**src/sv/packed_palette_index_unpacker_unit_assert.svh**
```systemverilog
// ----------------------------------------------------------------------------
// Assertion macros for the packed palette index unpacker.
// Both macros expect signals named clk and rst_n in the enclosing module.
// ----------------------------------------------------------------------------
`ifndef PACKED_PALETTE_INDEX_UNPACKER_UNIT_ASSERT_SVH
`define PACKED_PALETTE_INDEX_UNPACKER_UNIT_ASSERT_SVH

// Consequent must hold in the same cycle as the antecedent.
`define PPIU_ASSERT_NOW(lbl, ante, cons) \
  lbl: assert property (@(posedge clk) disable iff (!rst_n) (ante) |-> (cons)) \
    else $error("ppiu assertion failed");

// Consequent must hold in the cycle after the antecedent.
`define PPIU_ASSERT_NXT(lbl, ante, cons) \
  lbl: assert property (@(posedge clk) disable iff (!rst_n) (ante) |=> (cons)) \
    else $error("ppiu assertion failed");

`endif

```
**src/sv/ppiu_pkg.sv**
```systemverilog
// ----------------------------------------------------------------------------
// ppiu_pkg
// Shared widths, codes, microcode table and helpers of the palette unpacker.
// ----------------------------------------------------------------------------
package ppiu_pkg;

  localparam int WORD_BITS    = 64;
  localparam int IDX_MAX_BITS = 12;
  localparam int BUF_BITS     = WORD_BITS + IDX_MAX_BITS;
  localparam int NB_W         = $clog2(BUF_BITS + 1);
  localparam int WID_W        = 4;
  localparam int MIN_WIDTH    = 2;
  localparam int SIZE_W       = 13;
  localparam int CX_W         = 12;
  localparam int POS_W        = 26;
  localparam int MAT_W        = 16;
  localparam int PALETTE_MAX  = 4096;
  localparam int AXIS_MAX     = 4096;
  localparam int PAL_DEPTH    = 1 << IDX_MAX_BITS;
  localparam int CFG_IDX_W    = 3;
  localparam int CFG_DATA_W   = 26;
  localparam int IN_TDATA_W   = 96;
  localparam int OUT_TDATA_W  = 96;

  localparam logic [SIZE_W-1:0] PAL_SAT  = SIZE_W'(PALETTE_MAX);
  localparam logic [SIZE_W-1:0] AXIS_SAT = SIZE_W'(AXIS_MAX);

  typedef enum logic [CFG_IDX_W-1:0] {
    REG_PALETTE_COUNT = 3'd0,
    REG_SIZE_X        = 3'd1,
    REG_SIZE_Y        = 3'd2,
    REG_SIZE_Z        = 3'd3,
    REG_ORIGIN_X      = 3'd4,
    REG_ORIGIN_Y      = 3'd5,
    REG_ORIGIN_Z      = 3'd6
  } cfg_reg_t;

  // Microcode step addresses.
  typedef logic [1:0] step_t;
  localparam step_t S_IDLE  = 2'd0;
  localparam step_t S_RUN   = 2'd1;
  localparam step_t S_DRAIN = 2'd2;
  localparam step_t S_FLUSH = 2'd3;

  typedef enum logic [1:0] {
    OP_ACCEPT = 2'd0,
    OP_INDEX  = 2'd1,
    OP_NONE   = 2'd2,
    OP_FLUSH  = 2'd3
  } op_t;

  typedef enum logic [1:0] {
    C_WORD_GO  = 2'd0,
    C_RUN_END  = 2'd1,
    C_NO_STALL = 2'd2,
    C_FLUSHED  = 2'd3
  } cond_t;

  typedef struct packed {
    logic  in_ready;
    op_t   op;
    cond_t cond;
    step_t target;
  } ucw_t;

  typedef struct packed {
    logic in_ready;
    op_t  op;
  } ctrl_t;

  typedef struct packed {
    logic word_go;
    logic run_end;
    logic no_stall;
    logic flushed;
  } status_t;

  // Control store. Each step holds until its condition is met, then jumps.
  function automatic ucw_t ucode(step_t s);
    ucw_t w;
    unique case (s)
      S_IDLE:  w = '{in_ready: 1'b1, op: OP_ACCEPT, cond: C_WORD_GO,  target: S_RUN};
      S_RUN:   w = '{in_ready: 1'b0, op: OP_INDEX,  cond: C_RUN_END,  target: S_DRAIN};
      S_DRAIN: w = '{in_ready: 1'b0, op: OP_NONE,   cond: C_NO_STALL, target: S_FLUSH};
      S_FLUSH: w = '{in_ready: 1'b0, op: OP_FLUSH,  cond: C_FLUSHED,  target: S_IDLE};
    endcase
    return w;
  endfunction

  function automatic logic [SIZE_W-1:0] saturate(logic [SIZE_W-1:0] v,
                                                 logic [SIZE_W-1:0] lim);
    return (v > lim) ? lim : v;
  endfunction

  // Smallest width of at least two bits whose code space covers the palette.
  function automatic logic [WID_W-1:0] index_width(logic [SIZE_W-1:0] pc);
    logic [WID_W-1:0] w;
    w = WID_W'(MIN_WIDTH);
    for (int k = MIN_WIDTH; k < IDX_MAX_BITS; k++) begin
      if (int'(pc) > (1 << k)) begin
        w = WID_W'(k + 1);
      end
    end
    return w;
  endfunction

endpackage

```
**src/sv/ppiu_walk.sv**
```systemverilog
// ----------------------------------------------------------------------------
// ppiu_walk
// Voxel walk counters (x fastest, then z, then y) and coordinate adders.
// ----------------------------------------------------------------------------
module ppiu_walk (
  input  logic                                clk,
  input  logic                                rst_n,
  input  logic                                restart,
  input  logic                                advance,
  input  logic        [ppiu_pkg::SIZE_W-1:0]  size_x,
  input  logic        [ppiu_pkg::SIZE_W-1:0]  size_y,
  input  logic        [ppiu_pkg::SIZE_W-1:0]  size_z,
  input  logic signed [ppiu_pkg::POS_W-1:0]   origin_x,
  input  logic signed [ppiu_pkg::POS_W-1:0]   origin_y,
  input  logic signed [ppiu_pkg::POS_W-1:0]   origin_z,
  output logic                                done,
  output logic signed [ppiu_pkg::POS_W-1:0]   pos_x,
  output logic signed [ppiu_pkg::POS_W-1:0]   pos_y,
  output logic signed [ppiu_pkg::POS_W-1:0]   pos_z
);

  logic [ppiu_pkg::CX_W-1:0]   cx_r, cx_nxt;
  logic [ppiu_pkg::CX_W-1:0]   cz_r, cz_nxt;
  logic [ppiu_pkg::SIZE_W-1:0] cy_r, cy_nxt;
  logic [ppiu_pkg::SIZE_W-1:0] cx_inc, cz_inc;

  always_comb begin
    cx_inc = ppiu_pkg::SIZE_W'(cx_r) + 1'b1;
    cz_inc = ppiu_pkg::SIZE_W'(cz_r) + 1'b1;
    cx_nxt = cx_r;
    cz_nxt = cz_r;
    cy_nxt = cy_r;
    if (restart) begin
      cx_nxt = '0;
      cz_nxt = '0;
      cy_nxt = '0;
    end else if (advance) begin
      if (cx_inc >= size_x) begin
        cx_nxt = '0;
        if (cz_inc >= size_z) begin
          cz_nxt = '0;
          cy_nxt = cy_r + 1'b1;
        end else begin
          cz_nxt = cz_inc[ppiu_pkg::CX_W-1:0];
        end
      end else begin
        cx_nxt = cx_inc[ppiu_pkg::CX_W-1:0];
      end
    end
  end

  always_ff @(posedge clk) begin
    if (!rst_n) begin
      cx_r <= '0;
      cz_r <= '0;
      cy_r <= '0;
    end else begin
      cx_r <= cx_nxt;
      cz_r <= cz_nxt;
      cy_r <= cy_nxt;
    end
  end

  assign done = (size_x == '0) || (size_y == '0) || (size_z == '0) || (cy_r >= size_y);

  assign pos_x = origin_x + $signed(ppiu_pkg::POS_W'(cx_r));
  assign pos_y = origin_y + $signed(ppiu_pkg::POS_W'(cy_r));
  assign pos_z = origin_z + $signed(ppiu_pkg::POS_W'(cz_r));

endmodule

```
**config.mk**
```make
export PLATFORM = sky130hd
export DESIGN_NAME = ppiu_walk
export DESIGN_NICKNAME = d
export VERILOG_FILES = /design/src/sv/packed_palette_index_unpacker_unit_assert.svh /design/src/sv/ppiu_pkg.sv /design/src/sv/ppiu_walk.sv
export SDC_FILE = /design/constraint.sdc
export NUM_CORES = 1
export LEC_CHECK = 0
export BUFFER_PORTS_ARGS = -buffer_cell sky130_fd_sc_hd__buf_2
export CAP_MARGIN = 5
export CORE_MARGIN = 2
export CORE_UTILIZATION = 45
export CTS_BUF_LIST = sky130_fd_sc_hd__clkbuf_8
export CTS_CLUSTER_DIAMETER = 120
export DETAILED_ROUTE_END_ITERATION = 10
export MAX_ROUTING_LAYER = met4
export PLACE_DENSITY = 0.73
export SLEW_MARGIN = 10
export SYNTH_ARGS = -nofsm -noshare
export SYNTH_HDL_FRONTEND = slang
export SYNTH_SLANG_ARGS = --single-unit
```
**constraint.sdc**
```tcl
create_clock -name clk -period 4.87 [get_ports clk]
set_clock_uncertainty 0.2 [all_clocks]
set_input_delay 0.974 -clock clk [delete_from_list [all_inputs] [get_ports clk]]
set_output_delay 0.974 -clock clk [all_outputs]
set_load 0.01 [all_outputs]
```
Word-level counts from Yosys, hierarchy flattened. Index checks and enable logic that the tools add are counted.

Register bits: 37. Input port bits: 121. Output and inout bits: 79. Word-level logic and storage cells: 24.

Add/subtract/negate cells: 6. Order comparisons: 3. Muxes and demuxes: 2. Bitwise operators: 1. Reduce and logical (&&, ||, !) cells: 9.

Operators with widths (number): 26-bit by 13-bit adder with 26-bit output (2); 13-bit greater-or-equal comparator (3); 13-bit zero test (3); 12-bit by 1-bit adder with 13-bit output (second input constant) (2); 26-bit by 14-bit adder with 26-bit output (1); 12-bit 2-to-1 mux (2); 13-bit by 1-bit adder with 13-bit output (second input constant) (1); 1-bit logical OR (3); 3-bit AND reduction (1); 2-bit AND reduction (1); 2-bit OR reduction (1); 1-bit inverter (1).

Longest topological paths before layout.
Word-level depth: 4. Gate-level depth with buffers: 16.

Least setup slack after synthesis. No wires, ideal clock.

Path type: input to output. Start point: input port origin_z[0] (netlist name). End point: output port pos_z[14] (netlist name). Arrival: 2.912 ns. Required time: 3.696 ns. Path slack: 0.784 ns. Cell stages on the path: 10. Cell sequence: ha_1 -> inv_1 -> fa_1 -> nor2b_1 -> o31ai_1 -> a2111oi_1 -> o31ai_1 -> nand2_1 -> nand4_1 -> xnor2_1.

Word-level cells in the longest chain between the ends: 1.

Ends and longest elaborated chain: start, declared (line ppiu_walk.sv:15) `input logic signed [ppiu_pkg::POS_W-1:0] origin_z,`; 26-bit by 13-bit adder with 26-bit output (line ppiu_walk.sv:68) `assign pos_z = origin_z + $signed(ppiu_pkg::POS_W'(cz_r));`; end, declared (line ppiu_walk.sv:19) `output logic signed [ppiu_pkg::POS_W-1:0] pos_z`.

No other way between the ends.

Worst setup path in the final report.
Start point: input port origin_z[0] (netlist name). End point: output port pos_z[18] (netlist name).

The elaborated chain is that of the path after synthesis.

==> results_tabular.tex <==
\begin{tabular}{lr}
\hline
Metric & Value \\
\hline
\multicolumn{2}{l}{\textbf{Synthesis}} \\
Most instantiated cells after synthesis & sky130\_fd\_sc\_hd\_\_nor2\_1 (81), sky130\_fd\_sc\_hd\_\_ha\_1 (80), sky130\_fd\_sc\_hd\_\_nand2\_1 (63), sky130\_fd\_sc\_hd\_\_inv\_1 (55), sky130\_fd\_sc\_hd\_\_xnor2\_1 (52) \\
Syn\_area\_per\_cell & 7.352 sq um \\
Post-Synthesis Cell Area & 0.005573 sq mm \\
Post-synthesis cell type with the largest combined area & sky130\_fd\_sc\_hd\_\_ha\_1 \\
Proportion of synthesized flip-flops having asynchronous set or reset & 0 \\
Most frequent cell after synthesis & sky130\_fd\_sc\_hd\_\_nor2\_1 \\
Post-Syn Nets & 962 \\
Post-synth top flop & sky130\_fd\_sc\_hd\_\_dfxtp\_1 \\
Number of warning messages in the yosys log & 0 \\
Number of standard cells after synthesis & 758 \\
Proportion of synthesized chip area in sequential cells & 0.1329 \\
Portion of synthesized cell area occupied by the leading cell type & 0.1796 \\
Distinct cells, synth & 61 \\
Register bit total from synthesis & 37 \\
Leading cell types by total area after synthesis & sky130\_fd\_sc\_hd\_\_ha\_1 (18\%), sky130\_fd\_sc\_hd\_\_dfxtp\_1 (13\%), sky130\_fd\_sc\_hd\_\_xnor2\_1 (8.2\%) \\
Number of enable-type register cells in the synthesized netlist & 0 \\
\multicolumn{2}{l}{\textbf{Timing}} \\
Maximum operating frequency & 0.2189 GHz \\
Final setup fails & 0 \\
Setup repair after global routing missed its margin & no \\
Share of the clock period used by the worst path after layout & 0.9382 \\
Least setup slack across all paths after layout & 0.3008 ns \\
Worst rel slew slack & 0.5054 \\
Final sum of negative setup slack & 0 ns \\
Slew at the pin with the worst max-slew slack & 0.7418 ns \\
Max Transition Viols Final & 0 \\
Time the worst path needs with I/O delays and setup & 4.569 ns \\
Final count of hold timing violations & 0 \\
Worst hold-check slack & 0.3354 ns \\
\multicolumn{2}{l}{\textbf{Power and ir drop}} \\
Peak supply drop & 0.0001461 V \\
Sw Share & 0.3032 \\
Net switching power & 0.2517 mW \\
Total power per unit cell area & 121.5 mW/mm\^{}2 \\
Share of power burned in the clock network & 0.349 \\
Leakage power of the design & 3.456 nW \\
Design Power & 0.8304 mW \\
Internal power component & 0.5786 mW \\
Comb power frac & 0.285 \\
Reg power frac & 0.366 \\
\multicolumn{2}{l}{\textbf{Worst setup path}} \\
Slowest cell on crit path & sky130\_fd\_sc\_hd\_\_a2111oi\_1 \\
Worst flop-to-flop path startpoint & cx\_r[4] \\
Worst EP required & 3.70 ns \\
Crit path capture type & output port \\
List of cells traversed by the critical path & buf\_2 > ha\_1 > inv\_1 > fa\_1 > nor2b\_1 > o31ai\_1 > a2111oi\_1 > o31ai\_1 > nand2\_1 > nand4\_1 > xnor2\_1 > buf\_2 \\
Critical Path Start Type & input pin \\
Biggest fanout along the worst timing path & 6 \\
Crit path launch & origin\_z[0] \\
Delay of the slowest cell on the worst path & 0.55 ns \\
Setup CP Type & in2out \\
Critical Path AT & 3.40 ns \\
\multicolumn{2}{l}{\textbf{Clock tree}} \\
Number of hold-repair buffers added at the cts stage & 0 \\
Number of instances resized during post-cts repair & 0 \\
TritonCTS clock tree & yes \\
Register clock-pin slew on the reported worst setup and hold paths & 0.08 ns \\
Max Buffers Root-to-Sink & 2 \\
Clock sink count & 37 \\
Clock latency on the worst-skew pair & 0.30 ns \\
Level count of the clock H-tree & 2 \\
Postcts setup bufs & 0 \\
Clock Tree Root & sky130\_fd\_sc\_hd\_\_clkbuf\_8 \\
Number of buffers inserted during clock tree synthesis & 5 \\
\multicolumn{2}{l}{\textbf{Route}} \\
Total length of routed wires & 13.91 mm \\
Final ANT Viol Nets & 0 \\
First-pass iteration count of the detailed router & 4 \\
Number of vias in the routed layout & 5793 \\
DRC marker count from the first detailed-route iteration & 277 \\
Average via count per standard cell & 5.196 \\
Remaining DRCs & 0 \\
Detailed-route wire length per cell & 12.47 um \\
\multicolumn{2}{l}{\textbf{Place}} \\
Number of I/O port buffers & 199 \\
DP Cell Count & 1107 \\
HPWL after detailed placement & 11.68 mm \\
Worst slack, placed & 0.3262 ns \\
Last weighted congestion value of the routability-driven placer & 0.8640 \\
\multicolumn{2}{l}{\textbf{Cells and area}} \\
Relative area change from synthesis to final layout & 22.63\% \\
Number of non-filler instances in the completed layout & 1115 \\
Fraction of layout instances using a drive strength above 1 & 0.2408 \\
Count of antenna diodes in the layout & 0 \\
Layout Nets & 1150 \\
\multicolumn{2}{l}{\textbf{Global routing}} \\
Number of antenna violations at the first check in global routing & 0 \\
Vias in the first global route & 5154 \\
Global-route usage over all layers & 0.2096 \\
Maximum number of pins on one net before global-route repair & 20 \\
Overflow left after global routing & 0 \\
First-pass GRT wire length & 22.79 mm \\
\multicolumn{2}{l}{\textbf{Run status}} \\
Status & complete, no violations \\
\multicolumn{2}{l}{\textbf{Floorplan}} \\
Die H & 115.3 um \\
Die width & 115.3 um \\
Ports & 200 \\
Die footprint & 0.01329 sq mm \\
Num rows & 40 \\
Floorplan Core Area & 0.01206 sq mm \\
Starting density of the core & 0.4620 \\
\multicolumn{2}{l}{\textbf{Job}} \\
Max-cap check violation count & 0 \\
\multicolumn{2}{l}{\textbf{Worst hold path}} \\
Worst hold path type & reg2reg \\
Critical hold path startpoint & cy\_r[12] \\
\hline
\end{tabular}
-- logic make-up (layout without fill, tap and decap cells) --
kind of cell / count (synthesis) / in the layout / share of synthesized area
flops: 37 / 37 / 0.1329
xor+xnor: 100 / 100 / 0.1572
simple gates: 306 / 306 / 0.2744
fa+ha+maj: 83 / 83 / 0.1904
buf+inv: 75 / 264 / 0.05142
mux: 1 / 1 / 0.001796
compound gates: 156 / 156 / 0.1920
-- layout make-up --
type	count	area, sq um
Fill cell	1226	5228
Multi-Input combinational cell	646	4546
Clock inverter	2	37.54
Sequential cell	37	740.7
Inverter	55	206.4
Clock buffer	6	82.58
Timing Repair Buffer	201	1011
Tap cell	168	210.2
-- metal layers --
layer	global-route usage	wire length, um
met4	0.04418	180
met5	-	0
met3	0.03637	728
met2	0.3478	6385
met1	0.2679	6613
-- placed cells by master, fill, tap and decap left out, drive strengths merged, types with 6 or more instances in the layout --
cell / synthesis / layout
o31ai: 6 / 6
nand2b: 9 / 9
dfxtp: 37 / 37
o21ai: 27 / 27
buf: 6 / 201
and3: 29 / 29
ha: 80 / 80
o21a: 13 / 13
nand2: 64 / 64
nand4: 23 / 23
a21o: 14 / 14
nand3: 26 / 26
clkbuf: 14 / 6
nor2: 87 / 87
o211ai: 10 / 10
inv: 55 / 55
nor2b: 12 / 12
xor2: 48 / 48
xnor2: 52 / 52
nor3: 19 / 19
a211oi: 7 / 7
nor4: 7 / 7
a21oi: 51 / 51
-- path summary, 6_finish.rpt --
kind	endpoint	slack, ns	cells after the start
max	pos_z[18]	0.30	12
min	cy_r[12]	0.34	2
max reg2reg	cy_r[9]	1.20	11
min reg2reg	cy_r[12]	0.34	2
-- flip-flops by register name (all words and copies together), names as in the netlist --
name  flops
cy_r     13
cz_r     12
cx_r     12
-- through the flow --
step                      area (sq um)    util
after global routing              6834  0.5666
final                             6834  0.5666
after CTS                         6834  0.5666
after global placement            6714  0.5566
after floorplan                   5573       -
after detailed placement          6714  0.5566
-- power groups by stage --
stage	clock network [mW]	logic [mW]	registers (mW)
3_5_place_dp	0	0.237	0.311
5_1_grt	0.305	0.264	0.304
2_1_floorplan	0	0.125	0.311
4_1_cts	0.293	0.238	0.304
3_3_place_gp	0	0.234	0.311
6_report	0.289	0.237	0.304
-- critical path, delay by kind of cell --
| kind | cells | cell delay (ns) |
|---|---|---|
| XOR/XNOR | 1 | 0.15 |
| AO/OA/AOI/OAI | 3 | 0.85 |
| adder cells (fa/ha/maj) | 2 | 0.56 |
| buffers and inverters | 3 | 0.29 |
| AND/OR/NAND/NOR | 3 | 0.56 |
Note: power is estimated with default switching activity, not from simulation.
