File: config.mk
export PLATFORM = sky130hd
export DESIGN_NAME = ppiu_seq
export DESIGN_NICKNAME = d
export VERILOG_FILES = /design/src/sv/packed_palette_index_unpacker_unit_assert.svh /design/src/sv/ppiu_pkg.sv /design/src/sv/ppiu_seq.sv
export SDC_FILE = /design/constraint.sdc
export NUM_CORES = 1
export LEC_CHECK = 0
export BUFFER_PORTS_ARGS = -buffer_cell sky130_fd_sc_hd__clkbuf_2
export CAP_MARGIN = 20
export CORE_AREA = 2 2 39 41
export DETAILED_ROUTE_END_ITERATION = 12
export DIE_AREA = 0 0 41 43
export GPL_ROUTABILITY_DRIVEN = 1
export PLACE_DENSITY_LB_ADDON = 0.05
export SYNTH_ARGS = -nofsm -noshare
export SYNTH_HDL_FRONTEND = slang
export SYNTH_SLANG_ARGS = --single-unit
File: constraint.sdc
create_clock -name clk -period 3.15 [get_ports clk]
set_input_delay 0.1575 -clock clk [delete_from_list [all_inputs] [get_ports clk]]
set_output_delay 0.1575 -clock clk [all_outputs]
set_load 0.02 [all_outputs]
File: src/sv/packed_palette_index_unpacker_unit_assert.svh
// ----------------------------------------------------------------------------
// Assertion macros for the packed palette index unpacker.
// Both macros expect signals named clk and rst_n in the enclosing module.
// ----------------------------------------------------------------------------
`ifndef PACKED_PALETTE_INDEX_UNPACKER_UNIT_ASSERT_SVH
`define PACKED_PALETTE_INDEX_UNPACKER_UNIT_ASSERT_SVH

// Consequent must hold in the same cycle as the antecedent.
`define PPIU_ASSERT_NOW(lbl, ante, cons) \
  lbl: assert property (@(posedge clk) disable iff (!rst_n) (ante) |-> (cons)) \
    else $error("ppiu assertion failed");

// Consequent must hold in the cycle after the antecedent.
`define PPIU_ASSERT_NXT(lbl, ante, cons) \
  lbl: assert property (@(posedge clk) disable iff (!rst_n) (ante) |=> (cons)) \
    else $error("ppiu assertion failed");

`endif

File: src/sv/ppiu_pkg.sv
// ----------------------------------------------------------------------------
// ppiu_pkg
// Shared widths, codes, microcode table and helpers of the palette unpacker.
// ----------------------------------------------------------------------------
package ppiu_pkg;

  localparam int WORD_BITS    = 64;
  localparam int IDX_MAX_BITS = 12;
  localparam int BUF_BITS     = WORD_BITS + IDX_MAX_BITS;
  localparam int NB_W         = $clog2(BUF_BITS + 1);
  localparam int WID_W        = 4;
  localparam int MIN_WIDTH    = 2;
  localparam int SIZE_W       = 13;
  localparam int CX_W         = 12;
  localparam int POS_W        = 26;
  localparam int MAT_W        = 16;
  localparam int PALETTE_MAX  = 4096;
  localparam int AXIS_MAX     = 4096;
  localparam int PAL_DEPTH    = 1 << IDX_MAX_BITS;
  localparam int CFG_IDX_W    = 3;
  localparam int CFG_DATA_W   = 26;
  localparam int IN_TDATA_W   = 96;
  localparam int OUT_TDATA_W  = 96;

  localparam logic [SIZE_W-1:0] PAL_SAT  = SIZE_W'(PALETTE_MAX);
  localparam logic [SIZE_W-1:0] AXIS_SAT = SIZE_W'(AXIS_MAX);

  typedef enum logic [CFG_IDX_W-1:0] {
    REG_PALETTE_COUNT = 3'd0,
    REG_SIZE_X        = 3'd1,
    REG_SIZE_Y        = 3'd2,
    REG_SIZE_Z        = 3'd3,
    REG_ORIGIN_X      = 3'd4,
    REG_ORIGIN_Y      = 3'd5,
    REG_ORIGIN_Z      = 3'd6
  } cfg_reg_t;

  // Microcode step addresses.
  typedef logic [1:0] step_t;
  localparam step_t S_IDLE  = 2'd0;
  localparam step_t S_RUN   = 2'd1;
  localparam step_t S_DRAIN = 2'd2;
  localparam step_t S_FLUSH = 2'd3;

  typedef enum logic [1:0] {
    OP_ACCEPT = 2'd0,
    OP_INDEX  = 2'd1,
    OP_NONE   = 2'd2,
    OP_FLUSH  = 2'd3
  } op_t;

  typedef enum logic [1:0] {
    C_WORD_GO  = 2'd0,
    C_RUN_END  = 2'd1,
    C_NO_STALL = 2'd2,
    C_FLUSHED  = 2'd3
  } cond_t;

  typedef struct packed {
    logic  in_ready;
    op_t   op;
    cond_t cond;
    step_t target;
  } ucw_t;

  typedef struct packed {
    logic in_ready;
    op_t  op;
  } ctrl_t;

  typedef struct packed {
    logic word_go;
    logic run_end;
    logic no_stall;
    logic flushed;
  } status_t;

  // Control store. Each step holds until its condition is met, then jumps.
  function automatic ucw_t ucode(step_t s);
    ucw_t w;
    unique case (s)
      S_IDLE:  w = '{in_ready: 1'b1, op: OP_ACCEPT, cond: C_WORD_GO,  target: S_RUN};
      S_RUN:   w = '{in_ready: 1'b0, op: OP_INDEX,  cond: C_RUN_END,  target: S_DRAIN};
      S_DRAIN: w = '{in_ready: 1'b0, op: OP_NONE,   cond: C_NO_STALL, target: S_FLUSH};
      S_FLUSH: w = '{in_ready: 1'b0, op: OP_FLUSH,  cond: C_FLUSHED,  target: S_IDLE};
    endcase
    return w;
  endfunction

  function automatic logic [SIZE_W-1:0] saturate(logic [SIZE_W-1:0] v,
                                                 logic [SIZE_W-1:0] lim);
    return (v > lim) ? lim : v;
  endfunction

  // Smallest width of at least two bits whose code space covers the palette.
  function automatic logic [WID_W-1:0] index_width(logic [SIZE_W-1:0] pc);
    logic [WID_W-1:0] w;
    w = WID_W'(MIN_WIDTH);
    for (int k = MIN_WIDTH; k < IDX_MAX_BITS; k++) begin
      if (int'(pc) > (1 << k)) begin
        w = WID_W'(k + 1);
      end
    end
    return w;
  endfunction

endpackage

File: src/sv/ppiu_seq.sv
// ----------------------------------------------------------------------------
// ppiu_seq
// Microcode sequencer: step counter, control store and conditional jumps.
// ----------------------------------------------------------------------------
module ppiu_seq (
  input  logic              clk,
  input  logic              rst_n,
  input  ppiu_pkg::status_t status,
  output ppiu_pkg::ctrl_t   ctrl
);

  ppiu_pkg::step_t step_r;
  ppiu_pkg::step_t step_nxt;
  ppiu_pkg::ucw_t  word;
  logic            cond_met;

  always_comb begin
    word = ppiu_pkg::ucode(step_r);
    unique case (word.cond)
      ppiu_pkg::C_WORD_GO:  cond_met = status.word_go;
      ppiu_pkg::C_RUN_END:  cond_met = status.run_end;
      ppiu_pkg::C_NO_STALL: cond_met = status.no_stall;
      ppiu_pkg::C_FLUSHED:  cond_met = status.flushed;
      default:              cond_met = 1'b0;
    endcase
    step_nxt      = cond_met ? word.target : step_r;
    ctrl.in_ready = word.in_ready;
    ctrl.op       = word.op;
  end

  always_ff @(posedge clk) begin
    if (!rst_n) begin
      step_r <= ppiu_pkg::S_IDLE;
    end else begin
      step_r <= step_nxt;
    end
  end

endmodule

**Yosys cells after proc, flatten, opt, wreduce, memory -nomap -nowiden**

Cells that the tools add are included.

- Equality and inequality tests: 6
- Mux-type cells: 2
- Reduce and logical (&&, ||, !) cells: 2

Operator list:

| operator | count |
|---|---|
| $pmux 7 s4 | 1 |
| $eq 2x2->1 const B | 4 |
| $eq 2x1->1 const B | 2 |
| $logic_not 2->1 | 2 |
| $pmux 1 s4 | 1 |

- Flip-flop bits (word level): 2
- Input bits: 6
- Output and inout bits: 3
- Logic and storage cells: 11

**Depth between registers and ports, before layout**

Gate-level depths: netlist of the first run.

- Depth in word-level cells: 4
- Gate-level depth with buffers: 5

**Worst setup path before layout of the first run**

OpenSTA, ideal clock, no wires.

- Kind: register -> register
- Start point: reg step_r[0]
- End point: reg step_r[0]
- Setup time: 116 ps
- Arrival: 1156 ps
- Data required time: 3034 ps
- Slack: 1878 ps
- Stages on the path, launching flop included: 6
- Buffers on the path: 0
- Clock period less this slack: 1272 ps
- Path through: dfxtp_1 inv_1 ha_1 a22oi_1 a21oi_2 o211a_1

- Word-level cells in the longest chain between the ends: 4

RTL lines:

| item | RTL line | RTL |
|---|---|---|
| from (decl) | ppiu_seq.sv:12 | `ppiu_pkg::step_t step_r;` |
| from (signal assigned) | ppiu_seq.sv:33 | `step_r <= ppiu_pkg::S_IDLE;` |
| from (signal assigned) | ppiu_seq.sv:35 | `step_r <= step_nxt;` |
| $eq 2x2->1, or another cell as far along | ppiu_pkg.sv:81 | `unique case (s)` |
| $pmux 7 s4 (*) | ppiu_pkg.sv:81 |  |
| $eq 2x2->1, or another cell as far along | ppiu_seq.sv:19 | `unique case (word.cond)` |
| $pmux 1 s4 | ppiu_seq.sv:19 |  |

Every way passes the cells marked *; elsewhere a longest branch is shown, timed or not.
A chain may end at the register's enable or synchronous reset.

==> impl_metrics.prom, run 1 <==
# TYPE chip_impl_metric gauge
chip_impl_info{name="outcome",value="completed"} 1
chip_impl_metric{name="postRouteWirelength",unit="um"} 409
chip_impl_metric{name="layout_cell_area_excl_fill",unit="um^2"} 290
chip_impl_metric{name="p_sw",unit="W"} 0.000122
chip_impl_metric{name="postSynthRegisterBits",unit=""} 2
chip_impl_info{name="rsz0062_at_grt",value="no"} 1
chip_impl_info{name="critical_path.slowest_cell",value="sky130_fd_sc_hd__dfxtp_1"} 1
chip_impl_metric{name="hold_viol_final",unit=""} 0
chip_impl_metric{name="largest_register_ff_count",unit=""} 2
chip_impl_metric{name="design.final.nets",unit=""} 48
chip_impl_info{name="min-delay-path-class",value="in -> reg"} 1
chip_impl_metric{name="crit_path_max_fanout",unit=""} 6
chip_impl_info{name="worstSetupEndpointType",value="output pin"} 1
chip_impl_info{name="crit_type",value="reg -> out"} 1
chip_impl_info{name="layout_top_registers",value="step_r x2"} 1
chip_impl_metric{name="die_h",unit="um"} 43
chip_impl_info{name="mostFrequentLayoutCells",value="8 x sky130_fd_sc_hd__clkbuf_2, 6 x sky130_fd_sc_hd__ha_1, 4 x sky130_fd_sc_hd__nor2_1"} 1
chip_impl_metric{name="peakVddDrop",unit="uV"} 287
chip_impl_metric{name="clock_skew",unit="ns"} 0.00436
chip_impl_metric{name="drive_above_1_share",unit="%"} 41.2
chip_impl_metric{name="ys_warn_count",unit=""} 0
chip_impl_metric{name="clock_power_share",unit="%"} 19.9
chip_impl_metric{name="finalCritPeriodShare",unit="%"} 46.2
chip_impl_metric{name="intPower",unit="W"} 0.000151
chip_impl_metric{name="via_count_of_the_first_global_routing_pass",unit=""} 185
chip_impl_metric{name="power.combinational.fraction",unit="%"} 60.1
chip_impl_metric{name="postRouteAntennaNets",unit=""} 0
chip_impl_metric{name="hold_path_depth",unit=""} 2
chip_impl_metric{name="worst_r2r_path_depth",unit=""} 5
chip_impl_metric{name="worst_path_largest_cell_delay",unit="ns"} 0.40
chip_impl_metric{name="cts_made_buffers",unit=""} 3
chip_impl_metric{name="drt-vias-per-instance",unit=""} 3.68
chip_impl_metric{name="leakage_power",unit="nW"} 0.153
chip_impl_metric{name="dpl_cell_area",unit="um^2"} 268
chip_impl_metric{name="preCtsSetupSlack",unit="ns"} 1.72
chip_impl_metric{name="drcViolationCount",unit=""} 0
chip_impl_metric{name="fmax",unit="GHz"} 0.686
chip_impl_metric{name="synth-seq-area-share",unit="%"} 17.4
chip_impl_info{name="path_cells",value="inv_1 > ha_1 > nor2_1 > clkbuf_2"} 1
chip_impl_metric{name="io_buffers",unit=""} 8
chip_impl_info{name="holdCritStartpoint",value="rst_n"} 1
chip_impl_metric{name="wire_length_of_the_first_global_routing_pass",unit="um"} 696
chip_impl_metric{name="power-per-cell-area",unit="mW/mm^2"} 940
chip_impl_metric{name="num_vias",unit=""} 184
chip_impl_metric{name="clk_path_buf_depth",unit=""} 2
chip_impl_metric{name="placeableCoreArea",unit="mm^2"} 0.00138
chip_impl_metric{name="grt-ovfl-total",unit=""} 0
chip_impl_metric{name="fin_crit",unit="ns"} 1.46
chip_impl_metric{name="synth_cell_types",unit=""} 12
chip_impl_metric{name="synth.avg_cell_area",unit="um^2"} 8.85
chip_impl_metric{name="worstPathRequired",unit="ns"} 2.99
chip_impl_info{name="layout.cells.most_common",value="sky130_fd_sc_hd__clkbuf_2"} 1
chip_impl_info{name="cts-root-buf",value="sky130_fd_sc_hd__clkbuf_4"} 1
chip_impl_metric{name="power.total",unit="W"} 0.000273
chip_impl_metric{name="starting_drt_drc_count",unit=""} 1
chip_impl_metric{name="antenna_found_initial",unit=""} 0
chip_impl_metric{name="htree_num_levels",unit=""} 1
chip_impl_metric{name="post_synth_inst_count",unit=""} 26
chip_impl_metric{name="final-max-slew-violation-count",unit=""} 0
chip_impl_info{name="hold_critical_path_endpoint",value="step_r[0]"} 1
chip_impl_metric{name="worst-r2r-setup-slack",unit="ns"} 1.75
chip_impl_metric{name="clk_pin_slew",unit="ns"} 0.03
chip_impl_metric{name="horizontal_die_dimension",unit="um"} 41
chip_impl_info{name="cts_tree",value="yes"} 1
chip_impl_metric{name="total_of_max_cap_violations",unit=""} 0
chip_impl_metric{name="die-area",unit="mm^2"} 0.00176
chip_impl_metric{name="cts.hold.buffers_added",unit=""} 0
chip_impl_info{name="start_kind",value="flip-flop"} 1
chip_impl_metric{name="grt_max_degree",unit=""} 7
chip_impl_metric{name="drt_pass1_iterations",unit=""} 2
chip_impl_metric{name="area.growth.synth_to_final",unit="%"} 26.1
chip_impl_metric{name="floorplan.initialDensity",unit="%"} 16.6
chip_impl_info{name="registers.top_by_ff_count",value="step_r"} 1
chip_impl_metric{name="power_frac_seq",unit="%"} 19.9
chip_impl_metric{name="clk-insertion-delay-late",unit="ns"} 0.22
chip_impl_metric{name="antenna_cells",unit=""} 0
chip_impl_metric{name="drt-wirelength-per-cell",unit="um"} 8.18
chip_impl_metric{name="tightestPinTransition",unit="ns"} 0.263
chip_impl_metric{name="netlist_area",unit="um^2"} 230
chip_impl_metric{name="swShare",unit="%"} 44.8
chip_impl_metric{name="timing.final.setup_violations",unit=""} 0
chip_impl_info{name="timing.rr.start",value="step_r[0]"} 1
chip_impl_metric{name="cts_post_setup_buffers_inserted",unit=""} 0
chip_impl_metric{name="setup_slack",unit="ns"} 1.69
chip_impl_metric{name="cp.arrival",unit="ns"} 1.30
chip_impl_info{name="ff_to_ff_end",value="step_r[0]"} 1
chip_impl_metric{name="overall_global_routing_resource_usage",unit="%"} 5.71
chip_impl_metric{name="synth_nets",unit=""} 38
chip_impl_metric{name="cts-resized-gates",unit=""} 0
chip_impl_metric{name="maxSlewHeadroom",unit="%"} 82.5
chip_impl_metric{name="io-pin-count",unit=""} 9
chip_impl_metric{name="tritoncts_num_sinks",unit=""} 2
chip_impl_metric{name="gp_congestion",unit=""} 0.637
chip_impl_metric{name="fp-row-count",unit=""} 14
chip_impl_metric{name="post_route_setup_tns",unit="ns"} 0
-- logic make-up after synthesis --
logic type	share of synthesized area [%]
fa+ha+maj	32.6
flops	17.4
compound gates	19.0
buf+inv	13.0
simple gates	13.6
mux	4.35
-- metal layers --
metal  global-route usage (%)  routed length [um]  vias to the layer above
met4                     2.00                   0                        0
met3                     3.14                  38                        0
met5                        0                   0                        -
li1                         -                   -                      100
met1                     6.37                 196                       78
met2                     8.75                 174                        6
-- cells in the mapped netlist (all sizes together) --
library cell	count	area [um^2]
inv	2	7.51
buf	3	22.5
a211o	1	8.76
a21oi	2	17.5
ha	6	75.1
nand2	2	7.51
nor2	4	15.0
mux2i	1	10.0
nor2b	1	8.76
a22oi	1	7.51
dfxtp	2	40.0
o211a	1	10.0
-- area by class of cell --
type,count,area (um^2)
Clock buffer,3,22.5
Fill cell,162,1090
Inverter,2,7.51
Multi-Input combinational cell,19,160
Sequential cell,2,40.0
Tap cell,16,20.0
Timing Repair Buffer,8,40.0
-- worst max-delay path: cells and delay by family, from the launching register on --
kind                     cells  cell delay (ns)
adder cells (fa/ha/maj)      1             0.28
buffers and inverters        2             0.27
flip-flops                   1             0.40
AND/OR/NAND/NOR              1             0.12
-- per-stage QoR --
stage	cells	utilization, %	hold WS, ns
global route	50	21.0	0.201
floorplan	26	-	0.291
finish	50	21.0	0.198
global placement	47	19.3	0.412
CTS	50	21.0	0.194
detailed placement	47	19.3	0.428
-- power groups by stage --
stage	logic, W	clock network [W]	registers (W)
after floorplan	0.000152	0	0.0000506
after global placement	0.000170	0	0.0000543
after detailed placement	0.000170	0	0.0000551
after CTS	0.000170	0.0000578	0.0000548
after global routing	0.000186	0.0000605	0.0000572
final	0.000164	0.0000544	0.0000544
-- worst max path at each step --
stage	startpoint	endpoint	slack [ns]	cells after the start
final	step_r[0]	ctrl[0]	1.69	4
after global routing	step_r[1]	ctrl[0]	1.59	4
after CTS	step_r[0]	ctrl[1]	1.66	4
after detailed placement	step_r[0]	step_r[0]	1.72	5
after global placement	step_r[0]	step_r[0]	1.75	5
after floorplan	step_r[0]	step_r[0]	1.88	5
No activity file was read; power rests on OpenSTA's default activity.
==> run 2, diff against run 1 <==
==> constraint.sdc (replaced) <==
create_clock -name clk -period 1.3 [get_ports clk]
set_input_delay 0.065 -clock clk [delete_from_list [all_inputs] [get_ports clk]]
set_output_delay 0.065 -clock clk [all_outputs]
set_load 0.02 [all_outputs]
==> run 2 against run 1 <==
Largest cell class unchanged. Setup slack worse by 1.6 ns. Register-to-register slack worse by 1.7 ns. Power grew to 3.3 times the previous value. Sequential cell count stayed put. Sequential share of layout area is 2.5 points lower. Clock-buffer cell count stayed put. First-iteration DRC count is 100% lower. Via count is 13% higher. Critical endpoint unchanged. Core utilization is 6.1 points higher. Die area stayed put. Clock power is 140% higher. Critical path depth is 1 higher.
==> impl_metrics.prom, run 2 (synthesis results as in run 1) <==
# TYPE chip_impl_metric gauge
chip_impl_metric{name="detailroute.wirelength.met3",unit="um"} 26
chip_impl_metric{name="fin_crit",unit="ns"} 1.25
chip_impl_metric{name="fp-row-count",unit=""} 14
chip_impl_metric{name="clk_path_buf_depth",unit=""} 2
chip_impl_metric{name="swShare",unit="%"} 40.5
chip_impl_info{name="ff_to_ff_end",value="step_r[0]"} 1
chip_impl_metric{name="fmax",unit="GHz"} 0.799
chip_impl_info{name="crit_type",value="reg -> out"} 1
chip_impl_metric{name="intPower",unit="W"} 0.000530
chip_impl_info{name="registers.top_by_ff_count",value="step_r"} 1
chip_impl_metric{name="hold_viol_final",unit=""} 0
chip_impl_metric{name="io-pin-count",unit=""} 9
chip_impl_metric{name="placed_cells_incl_taps",unit=""} 53
chip_impl_info{name="holdCritStartpoint",value="rst_n"} 1
chip_impl_metric{name="seqCellArea",unit="um^2"} 42.5
chip_impl_metric{name="final-max-slew-violation-count",unit=""} 0
chip_impl_metric{name="overall_global_routing_resource_usage",unit="%"} 6.32
chip_impl_metric{name="horizontal_die_dimension",unit="um"} 41
chip_impl_metric{name="die_h",unit="um"} 43
chip_impl_metric{name="power.total",unit="W"} 0.000891
chip_impl_info{name="min-delay-path-class",value="in -> reg"} 1
chip_impl_metric{name="grt_max_degree",unit=""} 6
chip_impl_info{name="cts_tree",value="yes"} 1
chip_impl_info{name="routed.top_layer",value="met3"} 1
chip_impl_metric{name="maxSlewHeadroom",unit="%"} 87.7
chip_impl_metric{name="cts_made_buffers",unit=""} 3
chip_impl_info{name="outcome",value="completed"} 1
chip_impl_metric{name="finalCritPeriodShare",unit="%"} 96.3
chip_impl_metric{name="crit_path_max_fanout",unit=""} 4
chip_impl_info{name="start_kind",value="flip-flop"} 1
chip_impl_metric{name="postRouteAntennaNets",unit=""} 0
chip_impl_metric{name="drt-wirelength-per-cell",unit="um"} 8.79
chip_impl_metric{name="design.final.nets",unit=""} 54
chip_impl_metric{name="clock_power_share",unit="%"} 14.9
chip_impl_metric{name="tritoncts_num_sinks",unit=""} 2
chip_impl_metric{name="worst-r2r-setup-slack",unit="ns"} 0.07
chip_impl_metric{name="routed-wl-met2",unit="um"} 247
chip_impl_metric{name="total_of_max_cap_violations",unit=""} 0
chip_impl_metric{name="antenna_cells",unit=""} 0
chip_impl_metric{name="cts.hold.buffers_added",unit=""} 0
chip_impl_metric{name="power.combinational.fraction",unit="%"} 70.5
chip_impl_metric{name="non_filler_instance_count_after_layout",unit=""} 56
chip_impl_metric{name="clock_skew",unit="ns"} 0.000658
chip_impl_metric{name="cp.arrival",unit="ns"} 1.19
chip_impl_info{name="layout.cells.most_common",value="sky130_fd_sc_hd__buf_4"} 1
chip_impl_metric{name="largest_register_ff_count",unit=""} 2
chip_impl_info{name="mostFrequentLayoutCells",value="8 x sky130_fd_sc_hd__buf_4, 6 x sky130_fd_sc_hd__clkbuf_2, 4 x sky130_fd_sc_hd__ha_1"} 1
chip_impl_metric{name="power_frac_seq",unit="%"} 14.6
chip_impl_metric{name="postRouteWirelength",unit="um"} 492
chip_impl_metric{name="cts_post_setup_buffers_inserted",unit=""} 0
chip_impl_metric{name="drcViolationCount",unit=""} 0
chip_impl_metric{name="area.growth.synth_to_final",unit="%"} 63.0
chip_impl_metric{name="multi_input_area",unit="um^2"} 193
chip_impl_metric{name="worst_r2r_path_depth",unit=""} 5
chip_impl_metric{name="floorplan.initialDensity",unit="%"} 16.6
chip_impl_info{name="hold_critical_path_endpoint",value="step_r[0]"} 1
chip_impl_metric{name="drt-vias-per-instance",unit=""} 3.70
chip_impl_metric{name="place_hpwl",unit="um"} 436
chip_impl_info{name="cts-root-buf",value="sky130_fd_sc_hd__clkbuf_4"} 1
chip_impl_metric{name="num-fill-cells",unit=""} 155
chip_impl_metric{name="io_buffers",unit=""} 8
chip_impl_metric{name="htree_num_levels",unit=""} 1
chip_impl_metric{name="clk-insertion-delay-late",unit="ns"} 0.22
chip_impl_metric{name="wire_length_of_the_first_global_routing_pass",unit="um"} 731
chip_impl_metric{name="placeableCoreArea",unit="mm^2"} 0.00138
chip_impl_info{name="layout_top_registers",value="step_r x2"} 1
chip_impl_info{name="timing.rr.start",value="step_r[0]"} 1
chip_impl_metric{name="leakage_power",unit="nW"} 0.188
chip_impl_metric{name="post_route_setup_tns",unit="ns"} 0
chip_impl_metric{name="via_count_of_the_first_global_routing_pass",unit=""} 183
chip_impl_metric{name="gp_congestion",unit=""} 0.671
chip_impl_metric{name="hold_path_depth",unit=""} 2
chip_impl_metric{name="tightestPinTransition",unit="ns"} 0.184
chip_impl_metric{name="die-area",unit="mm^2"} 0.00176
chip_impl_metric{name="timing.final.setup_violations",unit=""} 0
chip_impl_metric{name="drive_above_1_share",unit="%"} 70.0
chip_impl_metric{name="starting_drt_drc_count",unit=""} 0
chip_impl_metric{name="peakVddDrop",unit="uV"} 623
chip_impl_metric{name="antenna_found_initial",unit=""} 0
chip_impl_metric{name="drt_pass1_iterations",unit=""} 1
chip_impl_metric{name="grt-ovfl-total",unit=""} 0
chip_impl_metric{name="clk_pin_slew",unit="ns"} 0.03
chip_impl_metric{name="power-per-cell-area",unit="mW/mm^2"} 2370
chip_impl_info{name="worstSetupEndpointType",value="output pin"} 1
chip_impl_metric{name="p_sw",unit="W"} 0.000361
chip_impl_metric{name="num_vias",unit=""} 207
chip_impl_metric{name="worstPathRequired",unit="ns"} 1.24
chip_impl_metric{name="met1Wirelength",unit="um"} 218
==> run 2: area by class of cell <==
type                       count  area share [%]
sequential                     2            11.3
multi-input combinational     19            51.3
clock buffer                   3            6.00
timing repair buffer          14            24.0
inverter                       2            2.00
tap                           16            5.33
==> run 2: worst max-delay path by stage <==
stage / start / end / slack (ns) / cells after the start
after CTS: step_r[0] / ctrl[1] / 0.003 / 6
final: step_r[1] / ctrl[0] / 0.05 / 5
after global routing: step_r[1] / ctrl[1] / -0.001 / 5
after floorplan: step_r[0] / step_r[0] / 0.03 / 5
after global placement: step_r[1] / step_r[0] / -0.07 / 5
after detailed placement: step_r[0] / step_r[0] / -0.08 / 5
==> run 2: layer usage <==
metal  vias up  track usage, %
met2         6            9.69
met5         -               0
met4         0            6.00
li1        112               -
met3         0               0
met1        89            7.37
==> run 2: stage by stage <==
stage / cell area (um^2) / utilization, % / worst slack [ns] / hold WS, ns
after global routing: 375 / 27.1 / -0.00113 / 0.121
after floorplan: 230 / - / 0.0275 / 0.198
after global placement: 313 / 22.6 / -0.0660 / 0.333
after CTS: 373 / 26.9 / 0.00341 / 0.0876
final: 375 / 27.1 / 0.0481 / 0.0911
after detailed placement: 313 / 22.6 / -0.0817 / 0.333
==> run 2: power groups by stage <==
stage,sequential (W),clock [W],combinational [W]
final,0.000130,0.000132,0.000628
after detailed placement,0.000123,0,0.000552
after floorplan,0.000123,0,0.000367
after CTS,0.000133,0.000143,0.000636
after global placement,0.000120,0,0.000547
after global routing,0.000134,0.000145,0.000694
==> run 2: what timing repair did <==
action	4_1_cts	5_1_grt
setup endpoints to repair	4	2
resized for setup	11	3
pin swaps	1	0
==> run 2: worst max-delay path, cell delays in order (launching register included) <==
cell and delay (ns):
sky130_fd_sc_hd__dfxtp_2 0.33, sky130_fd_sc_hd__buf_4 0.15, sky130_fd_sc_hd__ha_1 0.20, sky130_fd_sc_hd__nor2_1 0.10, sky130_fd_sc_hd__nor2_1 0.04, sky130_fd_sc_hd__buf_4 0.15
==> run 3, diff against run 2 <==
--- a/config.mk
+++ b/config.mk
@@ -5,6 +5,7 @@
 export SDC_FILE = /design/constraint.sdc
 export NUM_CORES = 1
 export LEC_CHECK = 0
+export ABC_AREA = 1
 export BUFFER_PORTS_ARGS = -buffer_cell sky130_fd_sc_hd__clkbuf_2
 export CAP_MARGIN = 20
 export CORE_AREA = 2 2 39 41
==> run 3 against run 2 <==
First-iteration DRC count grew 1. Sequential cell count is the same. Sequential power shrank 3%. Core utilization shrank 0.63 points. Setup slack gained 0.031 ns. Non-clock buffer count shrank 3. Synthesized area grew 12%. Worst hold slack lost 0.023 ns. Cell area shrank 2.3%. Critical path type unchanged. Largest power group unchanged.
==> impl_metrics.prom, run 3 <==
# TYPE chip_impl_metric gauge
chip_impl_metric{name="via_count_of_the_first_global_routing_pass",unit=""} 259
chip_impl_metric{name="post_synth_edffs",unit=""} 0
chip_impl_metric{name="final-max-slew-violation-count",unit=""} 0
chip_impl_metric{name="num-fill-cells",unit=""} 162
chip_impl_metric{name="drt_pass1_iterations",unit=""} 2
chip_impl_metric{name="maxSlewHeadroom",unit="%"} 91.3
chip_impl_metric{name="total_of_max_cap_violations",unit=""} 0
chip_impl_metric{name="synth-seq-area-share",unit="%"} 15.5
chip_impl_info{name="synth_top_cells_by_count",value="10 x sky130_fd_sc_hd__nor2_1, 9 x sky130_fd_sc_hd__nand2_1, 6 x sky130_fd_sc_hd__ha_1"} 1
chip_impl_metric{name="clk_pin_slew",unit="ns"} 0.03
chip_impl_metric{name="synth_nets",unit=""} 52
chip_impl_metric{name="area.growth.synth_to_final",unit="%"} 41.5
chip_impl_metric{name="io_buffers",unit=""} 8
chip_impl_info{name="synth.area.top_cells",value="sky130_fd_sc_hd__ha_1 29%, sky130_fd_sc_hd__dfxtp_1 15%, sky130_fd_sc_hd__nor2_1 14%, sky130_fd_sc_hd__nand2_1 13%, sky130_fd_sc_hd__buf_4 8.7%"} 1
chip_impl_metric{name="crit_path_max_fanout",unit=""} 4
chip_impl_metric{name="layout_cell_area_excl_fill",unit="um^2"} 367
chip_impl_info{name="mostFrequentLayoutCells",value="9 x sky130_fd_sc_hd__nor2_1, 9 x sky130_fd_sc_hd__nand2_1, 6 x sky130_fd_sc_hd__clkbuf_2"} 1
chip_impl_metric{name="seqCellArea",unit="um^2"} 42.5
chip_impl_info{name="registers.top_by_ff_count",value="step_r"} 1
chip_impl_metric{name="design.final.nets",unit=""} 65
chip_impl_metric{name="grtUsageMet3",unit="%"} 1.57
chip_impl_metric{name="post_route_setup_tns",unit="ns"} 0
chip_impl_metric{name="grt-ovfl-total",unit=""} 0
chip_impl_metric{name="tightestPinTransition",unit="ns"} 0.131
chip_impl_metric{name="post_synth_inst_count",unit=""} 40
chip_impl_metric{name="die_h",unit="um"} 43
chip_impl_metric{name="synth_cell_types",unit=""} 10
chip_impl_metric{name="clk-insertion-delay-late",unit="ns"} 0.22
chip_impl_metric{name="synth_top_area_share",unit="%"} 29.0
chip_impl_metric{name="htree_num_levels",unit=""} 1
chip_impl_info{name="most_used_standard_cell_by_instance_count_after_synthesis",value="sky130_fd_sc_hd__nor2_1"} 1
chip_impl_metric{name="num_vias",unit=""} 239
chip_impl_metric{name="floorplan.initialDensity",unit="%"} 18.7
chip_impl_metric{name="timing.final.setup_violations",unit=""} 0
chip_impl_metric{name="die-area",unit="mm^2"} 0.00176
chip_impl_metric{name="postRouteAntennaNets",unit=""} 0
chip_impl_info{name="crit_type",value="reg -> out"} 1
chip_impl_metric{name="worstPathRequired",unit="ns"} 1.24
chip_impl_info{name="grt.busiest_layer",value="met2"} 1
chip_impl_metric{name="io-pin-count",unit=""} 9
chip_impl_info{name="post-synth-top-area-cell",value="sky130_fd_sc_hd__ha_1"} 1
chip_impl_metric{name="tritoncts_num_sinks",unit=""} 2
chip_impl_metric{name="synth.avg_cell_area",unit="um^2"} 6.47
chip_impl_metric{name="multi_input_area",unit="um^2"} 194
chip_impl_metric{name="cp.arrival",unit="ns"} 1.16
chip_impl_metric{name="horizontal_die_dimension",unit="um"} 41
chip_impl_metric{name="hold-worst-slack",unit="ns"} 0.0684
chip_impl_metric{name="grt_max_degree",unit=""} 5
chip_impl_info{name="start_kind",value="flip-flop"} 1
chip_impl_metric{name="drt-wirelength-per-cell",unit="um"} 7.64
chip_impl_metric{name="fin_crit",unit="ns"} 1.22
chip_impl_metric{name="gp_congestion",unit=""} 0.608
chip_impl_metric{name="ys_warn_count",unit=""} 0
chip_impl_metric{name="wire_length_of_the_first_global_routing_pass",unit="um"} 883
chip_impl_info{name="min-delay-path-class",value="in -> reg"} 1
chip_impl_metric{name="dpl_cell_area",unit="um^2"} 319
chip_impl_metric{name="antenna_found_initial",unit=""} 0
chip_impl_metric{name="clk_path_buf_depth",unit=""} 2
chip_impl_metric{name="power-per-cell-area",unit="mW/mm^2"} 2620
chip_impl_info{name="outcome",value="completed"} 1
chip_impl_metric{name="postSynthRegisterBits",unit=""} 2
chip_impl_metric{name="largest_register_ff_count",unit=""} 2
chip_impl_metric{name="placeableCoreArea",unit="mm^2"} 0.00138
chip_impl_metric{name="leakage_power",unit="nW"} 0.197
chip_impl_metric{name="postRouteWirelength",unit="um"} 512
chip_impl_info{name="layout_top_registers",value="step_r x2"} 1
chip_impl_metric{name="async_reset_ff_share",unit="%"} 0
chip_impl_metric{name="antenna_cells",unit=""} 0
chip_impl_metric{name="drcViolationCount",unit=""} 0
chip_impl_metric{name="netlist_area",unit="um^2"} 259
chip_impl_info{name="cts_tree",value="yes"} 1
chip_impl_metric{name="starting_drt_drc_count",unit=""} 1
chip_impl_metric{name="drt-vias-per-instance",unit=""} 3.57
chip_impl_metric{name="hold_viol_final",unit=""} 0
chip_impl_metric{name="fmax",unit="GHz"} 0.819
chip_impl_info{name="rsz0062_at_grt",value="no"} 1
chip_impl_metric{name="cts.hold.buffers_added",unit=""} 0
chip_impl_info{name="worstSetupEndpointType",value="output pin"} 1
chip_impl_metric{name="cts_made_buffers",unit=""} 3
chip_impl_metric{name="clock_skew",unit="ns"} 0.00509
chip_impl_metric{name="peakVddDrop",unit="uV"} 668
chip_impl_metric{name="drive_above_1_share",unit="%"} 52.9
chip_impl_metric{name="overall_global_routing_resource_usage",unit="%"} 7.80
chip_impl_metric{name="finalCritPeriodShare",unit="%"} 93.9
chip_impl_metric{name="cts_post_setup_buffers_inserted",unit=""} 0
chip_impl_metric{name="gr-usage-met1",unit="%"} 7.30
chip_impl_info{name="dominantRegCellSynth",value="sky130_fd_sc_hd__dfxtp_1"} 1
chip_impl_info{name="cts-root-buf",value="sky130_fd_sc_hd__clkbuf_4"} 1
chip_impl_metric{name="grt_use_met2",unit="%"} 12.5
chip_impl_metric{name="fp-row-count",unit=""} 14
[run 3: cell count changes after synthesis, moves of 2 or more]
cell / change
sky130_fd_sc_hd__nor2_1: +6
sky130_fd_sc_hd__inv_2: +2
sky130_fd_sc_hd__nor2_2: +2
sky130_fd_sc_hd__nand2_1: +7
sky130_fd_sc_hd__inv_1: +2
sky130_fd_sc_hd__a21oi_2: -2
[run 3: kinds of logic (layout without fill, tap and decap cells)]
| group | after synthesis | after routing | synth area share, % |
|---|---|---|---|
| AO/OA/AOI/OAI | 1 | 1 | 1.93 |
| flip-flops | 2 | 2 | 15.5 |
| AND/OR/NAND/NOR | 22 | 22 | 36.2 |
| adder cells (fa/ha/maj) | 6 | 6 | 29.0 |
| buffers and inverters | 9 | 20 | 17.4 |
[run 3: cell type report]
cell class / instances / area share, %
repair buffers: 11 / 17.7
inverters: 6 / 6.14
flip-flops and latches: 2 / 11.6
multi-input cells: 29 / 52.9
clock buffers: 3 / 6.14
well taps: 16 / 5.46
[run 3: worst paths after layout]
path	start	endpoint	slack, ns	depth (start not counted)
setup / recovery	step_r[0]	ctrl[1]	0.08	5
hold reg to reg	step_r[0]	step_r[0]	0.48	2
hold / removal	rst_n	step_r[1]	0.07	3
setup reg to reg	step_r[0]	step_r[1]	0.11	8
[run 3: through the flow]
stage                     setup slack (ns)  instances  power [W]  util (%)
final                               0.0793         67   0.000959      26.5
after global routing               0.00619         67    0.00108      26.5
after CTS                           0.0106         67   0.000936      25.2
after detailed placement            0.0980         64   0.000763      23.1
after global placement              0.0924         64   0.000775      23.1
after floorplan                     0.0813         40   0.000623         -
[run 3: critical path: stages, from the launching register on]
cell                      delay, ns
sky130_fd_sc_hd__dfxtp_2       0.33
sky130_fd_sc_hd__inv_2         0.06
sky130_fd_sc_hd__ha_4          0.16
sky130_fd_sc_hd__buf_4         0.13
sky130_fd_sc_hd__nor2_1        0.08
sky130_fd_sc_hd__buf_2         0.16
[run 3: report_power, final]
part / leakage [nW] / internal [W] / switching, W
clock: 0.0138 / 0.000102 / 0.0000350
sequential: 0.0172 / 0.000100 / 0.0000253
combinational: 0.166 / 0.000304 / 0.000392
[run 3: what timing repair did]
action / in CTS / in global routing
resized for setup: 5 / 7
pin swaps: 1 / 1
endpoints found under the hold margin: 0 / 0
gates cloned: 0 / 0
endpoints found under the setup margin: 2 / 3
[run 3: layer usage]
metal | up-vias | routed length (um)
met3 | 0 | 19
met2 | 4 | 290
li1 | 136 | -
met1 | 99 | 202
met4 | 0 | 0
met5 | - | 0
